--- config.mk ---
export PLATFORM = sky130hd
export DESIGN_NAME = lowest_free_id_sorted_table_unit
export DESIGN_NICKNAME = d
export VERILOG_FILES = /design/src/rtl/core/lfid_pkg.sv /design/src/rtl/core/lfid_cell.sv /design/src/rtl/core/lowest_free_id_sorted_table_unit.sv
export SDC_FILE = /design/constraint.sdc
export NUM_CORES = 2
export LEC_CHECK = 0
export BUFFER_PORTS_ARGS = -buffer_cell sky130_fd_sc_hd__buf_2
export CAP_MARGIN = 30
export CORE_MARGIN = 2
export CORE_UTILIZATION = 40
export DETAILED_ROUTE_END_ITERATION = 10
export SYNTH_ARGS = -nofsm -noshare
export SYNTH_HDL_FRONTEND = slang
export SYNTH_SLANG_ARGS = --single-unit
--- constraint.sdc ---
create_clock -name clk -period 4.1 [get_ports clk]
set_input_delay 0.82 -clock clk [delete_from_list [all_inputs] [get_ports clk]]
set_output_delay 0.82 -clock clk [all_outputs]
set_load 0.02 [all_outputs]
--- src/rtl/core/lfid_pkg.sv ---
// Shared types and constants for the lowest-free-id sorted table unit.
// Request and response payload structs, opcode and status codes, controller states.
// No dependencies.
package lfid_pkg;

	localparam int DEFAULT_CAPACITY = 64;
	localparam int ID_W             = 7;
	localparam int POS_W            = 6;
	localparam int COUNT_W          = 7;

	typedef enum logic {
		OP_ALLOC   = 1'b0,
		OP_RELEASE = 1'b1
	} op_t;

	typedef enum logic [1:0] {
		STATUS_OK        = 2'd0,
		STATUS_FULL      = 2'd1,
		STATUS_ID_ZERO   = 2'd2,
		STATUS_NOT_FOUND = 2'd3
	} status_t;

	typedef struct packed {
		op_t              op;
		logic [ID_W-1:0]  release_id;
	} req_t;

	typedef struct packed {
		logic [ID_W-1:0]    given_id;
		logic [POS_W-1:0]   table_position;
		status_t            status;
		logic [COUNT_W-1:0] used_count;
	} rsp_t;

	typedef enum logic [1:0] {
		ST_IDLE,
		ST_LOOK,
		ST_COMMIT
	} lfid_state_t;

	// Broadcast control from the sequencer to every cell.
	typedef struct packed {
		logic look;
		logic update;
		op_t  op;
	} cell_ctrl_t;

endpackage

--- src/rtl/core/lfid_cell.sv ---
// One slot of the sorted id table: holds an id and its valid flag.
// Exchanges ids with its two neighbours on insert and remove. Depends on lfid_pkg.
module lfid_cell import lfid_pkg::*; #(
	parameter int IdW = 7
) (
	input  logic           clk,
	input  logic           arst_n,
	input  cell_ctrl_t     ctrl,
	input  logic [IdW-1:0] slot_id,
	input  logic [IdW-1:0] key,
	input  logic [IdW-1:0] prev_id,
	input  logic           prev_valid,
	input  logic           prev_in_prefix,
	input  logic [IdW-1:0] next_id,
	input  logic           next_valid,
	output logic [IdW-1:0] id,
	output logic           valid,
	output logic           in_prefix,
	output logic           hit
);

	logic [IdW-1:0] id_q;
	logic           valid_q;
	logic           hit_q;
	logic           alloc_here;
	logic           alloc_after;
	logic           rel_eq;
	logic           rel_shift;

	// Sorted distinct ids starting at 1 keep id >= slot, so the unbroken run is a prefix.
	assign in_prefix   = valid_q && (id_q == slot_id);
	assign alloc_here  = !in_prefix && prev_in_prefix;
	assign alloc_after = !prev_in_prefix;
	assign rel_eq      = valid_q && (id_q == key);
	assign rel_shift   = !valid_q || (id_q >= key);

	always_ff @(posedge clk or negedge arst_n) begin
		if (!arst_n) begin
			valid_q <= 1'b0;
			hit_q   <= 1'b0;
		end else begin
			if (ctrl.look) begin
				hit_q <= (ctrl.op == OP_RELEASE) ? rel_eq : alloc_here;
			end
			if (ctrl.update) begin
				if (ctrl.op == OP_ALLOC) begin
					// Slots inside the unbroken run keep their contents.
					if (alloc_here) begin
						valid_q <= 1'b1;
					end else if (alloc_after) begin
						valid_q <= prev_valid;
					end
				end else if (rel_shift) begin
					valid_q <= next_valid;
				end
			end
		end
	end

	always_ff @(posedge clk) begin
		if (ctrl.update) begin
			if (ctrl.op == OP_ALLOC) begin
				if (alloc_here) begin
					id_q <= slot_id;
				end else if (alloc_after) begin
					id_q <= prev_id;
				end
			end else if (rel_shift) begin
				id_q <= next_id;
			end
		end
	end

	assign id    = id_q;
	assign valid = valid_q;
	assign hit   = hit_q;

endmodule

--- src/rtl/core/lowest_free_id_sorted_table_unit.sv ---
// Top level of the lowest-free-id allocator: a chain of lfid_cell slots and its sequencer.
// Depends on lfid_pkg and lfid_cell.
//
//  channel | direction | handshake            | payload
//  req     | in        | req_valid/req_ready  | req_t: op, release_id
//  rsp     | out       | rsp_valid/rsp_ready  | rsp_t: given_id, table_position, status, used_count
//
// Every request passes in order from its transfer to its response: a look state in which
// all cells compare against the request at once and register a hit flag, a commit state in
// which the hit flags are encoded and the chain shifts by one slot, then the response.
// A new request is taken in the cycle after the commit, even while the response waits.
// Reset clears the valid flags, the entry count and the sequencer; ids need no reset.
// A stalled response holds the commit of the following request until it is taken.
module lowest_free_id_sorted_table_unit import lfid_pkg::*; #(
	parameter int CAPACITY = DEFAULT_CAPACITY
) (
	input  logic clk,
	input  logic arst_n,
	input  logic req_valid,
	output logic req_ready,
	input  req_t req,
	output logic rsp_valid,
	input  logic rsp_ready,
	output rsp_t rsp
);

	// Ids run from 1 to CAPACITY; the count runs from 0 to CAPACITY.
	localparam int IdW  = $clog2(CAPACITY + 1);
	localparam int PosW = (CAPACITY > 2) ? $clog2(CAPACITY) : 1;
	localparam int KeyW = (IdW > ID_W) ? IdW : ID_W;

	lfid_state_t state_q;
	lfid_state_t state_d;

	op_t              op_q;
	logic [ID_W-1:0]  rid_q;
	logic [IdW-1:0]   count_q;
	logic [IdW-1:0]   count_d;
	logic             rsp_valid_q;
	rsp_t             rsp_q;

	cell_ctrl_t       ctrl;
	logic             commit_go;
	logic [KeyW-1:0]  key_wide;
	logic             rid_over;
	logic [IdW-1:0]   key;

	logic [IdW-1:0]      id_vec     [CAPACITY];
	logic [CAPACITY-1:0] valid_vec;
	logic [CAPACITY-1:0] prefix_vec;
	logic [CAPACITY-1:0] hit_vec;

	logic             full;
	logic             found;
	logic [PosW-1:0]  pos;
	logic             ok;
	status_t          status;
	logic [IdW-1:0]   alloc_id;

	// The request id is compared in the wider of the two widths so that an id
	// above the capacity can never alias onto a stored one.
	assign key_wide = KeyW'(rid_q);
	assign rid_over = key_wide > KeyW'(CAPACITY);
	assign key      = key_wide[IdW-1:0];

	// The chain of slots. Slot 0 sees an unbroken run before it; the last slot sees
	// an empty neighbour beyond it.
	for (genvar i = 0; i < CAPACITY; i++) begin : g_cell
		logic [IdW-1:0] prev_id;
		logic           prev_valid;
		logic           prev_in_prefix;
		logic [IdW-1:0] next_id;
		logic           next_valid;

		if (i == 0) begin : g_first
			assign prev_id        = '0;
			assign prev_valid     = 1'b0;
			assign prev_in_prefix = 1'b1;
		end else begin : g_mid
			assign prev_id        = id_vec[i-1];
			assign prev_valid     = valid_vec[i-1];
			assign prev_in_prefix = prefix_vec[i-1];
		end

		if (i == CAPACITY - 1) begin : g_last
			assign next_id    = '0;
			assign next_valid = 1'b0;
		end else begin : g_inner
			assign next_id    = id_vec[i+1];
			assign next_valid = valid_vec[i+1];
		end

		lfid_cell #(
			.IdW(IdW)
		) u_cell (
			.clk            (clk),
			.arst_n         (arst_n),
			.ctrl           (ctrl),
			.slot_id        (IdW'(i + 1)),
			.key            (key),
			.prev_id        (prev_id),
			.prev_valid     (prev_valid),
			.prev_in_prefix (prev_in_prefix),
			.next_id        (next_id),
			.next_valid     (next_valid),
			.id             (id_vec[i]),
			.valid          (valid_vec[i]),
			.in_prefix      (prefix_vec[i]),
			.hit            (hit_vec[i])
		);
	end

	// The registered hit flags are one-hot at most; their position is the table position.
	always_comb begin
		pos = '0;
		for (int i = 0; i < CAPACITY; i++) begin
			if (hit_vec[i]) begin
				pos = pos | PosW'(i);
			end
		end
	end

	assign full      = count_q == IdW'(CAPACITY);
	assign found     = (|hit_vec) && !rid_over;
	assign commit_go = (state_q == ST_COMMIT) && (!rsp_valid_q || rsp_ready);
	assign alloc_id  = IdW'(pos) + IdW'(1);

	// Decide the outcome of the request held in the commit cycle.
	always_comb begin
		ok     = 1'b0;
		status = STATUS_OK;
		if (op_q == OP_ALLOC) begin
			if (full) begin
				status = STATUS_FULL;
			end else begin
				ok = 1'b1;
			end
		end else if (rid_q == '0) begin
			status = STATUS_ID_ZERO;
		end else if (!found) begin
			status = STATUS_NOT_FOUND;
		end else begin
			ok = 1'b1;
		end
	end

	always_comb begin
		count_d = count_q;
		if (ok) begin
			count_d = (op_q == OP_ALLOC) ? count_q + IdW'(1) : count_q - IdW'(1);
		end
	end

	// Sequencer: next state.
	always_comb begin
		state_d = state_q;
		unique case (state_q)
			ST_IDLE: begin
				if (req_valid) begin
					state_d = ST_LOOK;
				end
			end
			ST_LOOK: begin
				state_d = ST_COMMIT;
			end
			ST_COMMIT: begin
				if (commit_go) begin
					state_d = ST_IDLE;
				end
			end
			default: begin
				state_d = ST_IDLE;
			end
		endcase
	end

	// Sequencer: outputs.
	always_comb begin
		req_ready   = 1'b0;
		ctrl.look   = 1'b0;
		ctrl.update = 1'b0;
		ctrl.op     = op_q;
		unique case (state_q)
			ST_IDLE: begin
				req_ready = 1'b1;
			end
			ST_LOOK: begin
				ctrl.look = 1'b1;
			end
			ST_COMMIT: begin
				ctrl.update = commit_go && ok;
			end
			default: begin
				req_ready = 1'b0;
			end
		endcase
	end

	always_ff @(posedge clk or negedge arst_n) begin
		if (!arst_n) begin
			state_q     <= ST_IDLE;
			count_q     <= '0;
			rsp_valid_q <= 1'b0;
		end else begin
			state_q <= state_d;
			if (commit_go) begin
				count_q     <= count_d;
				rsp_valid_q <= 1'b1;
			end else if (rsp_ready) begin
				rsp_valid_q <= 1'b0;
			end
		end
	end

	always_ff @(posedge clk) begin
		if (req_valid && req_ready) begin
			op_q  <= req.op;
			rid_q <= req.release_id;
		end
		if (commit_go) begin
			rsp_q.status     <= status;
			rsp_q.used_count <= COUNT_W'(count_d);
			if (ok) begin
				rsp_q.given_id       <= (op_q == OP_ALLOC) ? ID_W'(alloc_id) : rid_q;
				rsp_q.table_position <= POS_W'(pos);
			end else begin
				rsp_q.given_id       <= '0;
				rsp_q.table_position <= '0;
			end
		end
	end

	assign rsp_valid = rsp_valid_q;
	assign rsp       = rsp_q;

	// The entry count never passes the capacity.
	a_count_bound : assert property (@(posedge clk) disable iff (!arst_n)
		count_q <= IdW'(CAPACITY))
		else $error("entry count beyond capacity");

	// The valid slots and the entry count always agree.
	a_count_matches_valid : assert property (@(posedge clk) disable iff (!arst_n)
		$countones(valid_vec) == 32'(count_q))
		else $error("valid slots disagree with entry count");

	// At most one slot can claim a request.
	a_single_hit : assert property (@(posedge clk) disable iff (!arst_n)
		(state_q == ST_COMMIT) |-> $onehot0(hit_vec))
		else $error("more than one slot hit");

	// A commit always leaves a response behind.
	a_commit_responds : assert property (@(posedge clk) disable iff (!arst_n)
		commit_go |=> rsp_valid)
		else $error("commit without response");

endmodule
==> metrics.md <==
| Metric | Value |
|---|---|
| Outcome | finished clean |
| Crit path arrival time | a little over 4 ns |
| Crit. End Element | register |
| Top Ports | 36 |
| Layout Nets | a little under 4,000 |
| Register area share after synthesis | 45.5% |
| # setup viols final | 0 |
| Vias in the first global route | 28,200 |
| DIE AREA | 0.100 sq mm |
| Worst reg2reg path depth | 6 |
| Max-cap violations | 0 |
| Mean Syn Cell Area | roughly 11 sq um |
| Post-synth top flop | edfxtp_1 |
| Slew Limit Fails | 0 |
| Synth Register Bits | between 600 and 700 |
| Clock tree root driver cell | clkbuf_16 |
| Number of port buffers | 35 |
| Compound-Gate Fraction of Synth Area | 12.1% |
| Placeable Area | slightly below 0.1 sq mm |
| RSZ-0062 raised after global routing | false |
| Fin Clk Skew | 0.0197 ns |
| Core Rows | 114 |
| Simple-Gate Fraction of Synth Area | about 13% |
| Largest net degree at the start of global routing | between 150 and 200 |
| Post-synthesis adder-cell area fraction | between 10 and 15% |
| Post-synthesis cell count | around 3,500 |
| Ordered list of cells on the worst path | nor4_2 -> nand4_1 -> nor4_4 -> or4_4 -> o22ai_1 -> mux2_1 |
| Ys async rst share | between 20 and 25% |
| Htree depth | 3 |
| Worst slew pin tran | ~1 ns |
| Kind of critical path | register to register |
| Post_cts resized | 0 |
| Slew HR | about a third |
| CTS Buf Count | 73 |
| Drt total wl | about 110 mm |
| Clock share of power | 30.4% |
| Post-route minimum period | 3.57 ns |
| 1st-iter DRT viols | ~2,800 |
| Routed wire per std cell | 23.1 microns |
| Worst hold path class | input port to asynchronous set/reset pin |
| Switching share of power | 33.4% |
| Clock sinks | 616 |
| Setup TNS | 0 ns |
| GRT Overall Usage | between 20% and 30% |
| Highest routing layer actually used | met4 |
| Worst-case clock buffer depth | 3 |
| Yosys warns | 0 |
| # fillers | slightly below 9,000 |
| Pint | around 15,000 uW |
| Chip Height | between 300 and 400 microns |
| CP bufs+invs | 0 |
| Placed cells | 4,714 |
| Xor/xnor share of the synthesized area | 0.246% |
| Routed length on met3 | about 6.3 mm |
| RePlAce Congestion | 0.862 |
| Final std cells w/o fill | 4,848 |
| N_diodes | 0 |
| Setup repair bufs after CTS | 0 |
| Cell variety after synth | between 60 and 70 |
| Total gr overflow | 0 |
| First-pass DRT Iterations | 6 |
| Via density | a little under 6 |
| Post-route DRC | 0 |
| Startpoint Class | register |
| PwrDens | 520 mW/mm^2 |
| Initial Util | around 40% |
| Crit-path slowest cell | or4_4 |
| RR Startpoint | g_cell[61].u_cell.hit |
| Reg power frac | 42.3% |
| Most area-hungry cell type in the Yosys netlist | edfxtp_1 |
| Comb pwr share | a little over a quarter |
| Cell class contributing the biggest share of worst-path delay | simple AND/OR/NAND/NOR gates |
| LEAKAGE | between 0.015 and 0.02 uW |
| Internal reg-to-reg setup slack | 0.53 ns |
| Top cells by count, synth | edfxtp_1, ha_1, mux2_2 |
| Number of flops mapped to enable cells by yosys | 478 |
| First-pass GRT wire length | between 150 and 200 mm |
| M1 WL | between 50 and 60 mm |
| Worst r2r dst | g_cell[1].u_cell.valid |
| Share of the synthesized area in the top cell type | 36.7% |
| Die width | about 320 microns |
| Fin. Hold Viols | 0 |
| Syn_nets | about 4,000 |
| Synth-to-Final Area Change | 11.1% |
| Hold_buf cts | 0 |
| Mux contribution to synthesized area | a little under an eighth |
| Sw power | about 7600 uW |
| CP max stage delay | 0.74 ns |
| Total power | 22,600 uW |
| Syn Std Cell Area | 0.0391 sq mm |
| CTS tree | built |
| Share of cells above drive strength 1 | between 10% and 20% |
| Skew-Pair Late Insertion Delay | around 0.63 ns |
| Synth top area cells | edfxtp_1, ha_1, mux2_2, dfrtp_1, o21ai_0 |
| HPWL after DPL | 77.2 mm |
| Most common cell in the netlist | edfxtp_1 |
| Largest family of logic cells by synthesized area | adder cells |
| Final worst-path cycle share | 87.0% |
| Met2 WL | 49.6 mm |
| Final ANT Viol Nets | 0 |
| Clock slew at the register clock pins of the worst setup and hold paths | around 0.060 ns |
| Peak fanout along the critical path | 32 |
| Via Count | between 20,000 and 30,000 |
| Max Fclk | approximately 280 MHz |
| Critical path required time | 4.60 ns |
| Initial antenna violation count | 2 |
| Peak VDD IR | around 0.30 mV |
-- placed cells by master (no fill, tap or decap), types with 21 or more instances in the layout --
| master | count |
|---|---|
| a22oi_1 | 23 |
| nand3_1 | 42 |
| nand2b_1 | 88 |
| buf_4 | 34 |
| mux2i_1 | 37 |
| nor3_1 | 39 |
| nor4_1 | 48 |
| o21ai_0 | 209 |
| ha_1 | 454 |
| a2bb2oi_1 | 30 |
| a21o_1 | 133 |
| mux2_1 | 40 |
| dfrtp_1 | 138 |
| a21oi_1 | 195 |
| o2111ai_1 | 21 |
| mux2_2 | 324 |
| a22o_1 | 28 |
| nor2b_1 | 57 |
| nor4bb_1 | 36 |
| o21ai_1 | 36 |
| inv_1 | 164 |
| nand4_1 | 131 |
| nand2_1 | 205 |
| clkbuf_16 | 75 |
| edfxtp_1 | 478 |
| buf_2 | 34 |
| nor2_1 | 185 |
-- routing by layer --
| layer | track usage, % | vias to the layer above |
|---|---|---|
| li1 | - | 13500 |
| met1 | 32.9 | 14500 |
| met2 | 34.1 | 855 |
| met3 | 2.90 | 170 |
| met4 | 5.60 | 0 |
| met5 | 0 | - |
-- how the worst max path moves through the flow --
stage                     slack [ns]  cells after the start                   from                       to
after floorplan                 0.45                      7                 key[4]  g_cell[52].u_cell.valid
after global placement          0.71                      6  g_cell[61].u_cell.hit  g_cell[52].u_cell.valid
after detailed placement        0.65                      6  g_cell[61].u_cell.hit   g_cell[1].u_cell.valid
after CTS                       0.62                      6  g_cell[61].u_cell.hit   g_cell[1].u_cell.valid
after global routing            0.48                      6  g_cell[61].u_cell.hit   g_cell[1].u_cell.valid
final                           0.53                      6  g_cell[61].u_cell.hit   g_cell[1].u_cell.valid
-- area by class of cell --
cell class / count / area [sq um] / share of cell area (%)
Clock buffer: 95 / 2020 / 4.65
Clock inverter: 39 / 485 / 1.12
Inverter: 171 / 652 / 1.50
Multi-Input combinational cell: 2571 / 20300 / 46.6
Sequential cell: 616 / 17800 / 40.9
Tap cell: 1276 / 1600 / 3.67
Timing Repair Buffer: 80 / 659 / 1.52
-- per-stage QoR --
step                util, %  setup slack (ns)  instance area [sq um]  hold slack, ns
detailed placement     42.3             0.653                  41000           0.485
global route           44.9             0.477                  43500           0.309
CTS                    44.9             0.615                  43500           0.270
floorplan                 -             0.449                  39100           0.450
finish                 44.9             0.533                  43500           0.253
global placement       42.3             0.706                  41000           0.474
-- sequential cells by signal (all words and copies together), names as in the netlist, 2 cells and up --
register / count
count_q: 7
g_cell.u_cell.hit: 64
g_cell.u_cell.id: 448
g_cell.u_cell.valid: 64
key: 7
rsp: 22
state_q: 2
-- power by group through the flow --
stage	Sequential (uW)	Combinational, uW	Clock, uW
after floorplan	9050	4540	0
after global placement	9650	5980	0
after detailed placement	9650	6120	0
after CTS	9530	6160	6990
after global routing	9690	6940	7240
final	9560	6190	6870
-- cell families after synthesis --
logic type      Yosys count
mux                     401
buf+inv                 284
compound gates          758
simple gates            945
xor+xnor                 11
fa+ha+maj               456
flops                   616
(Power assumes the default switching activity.)
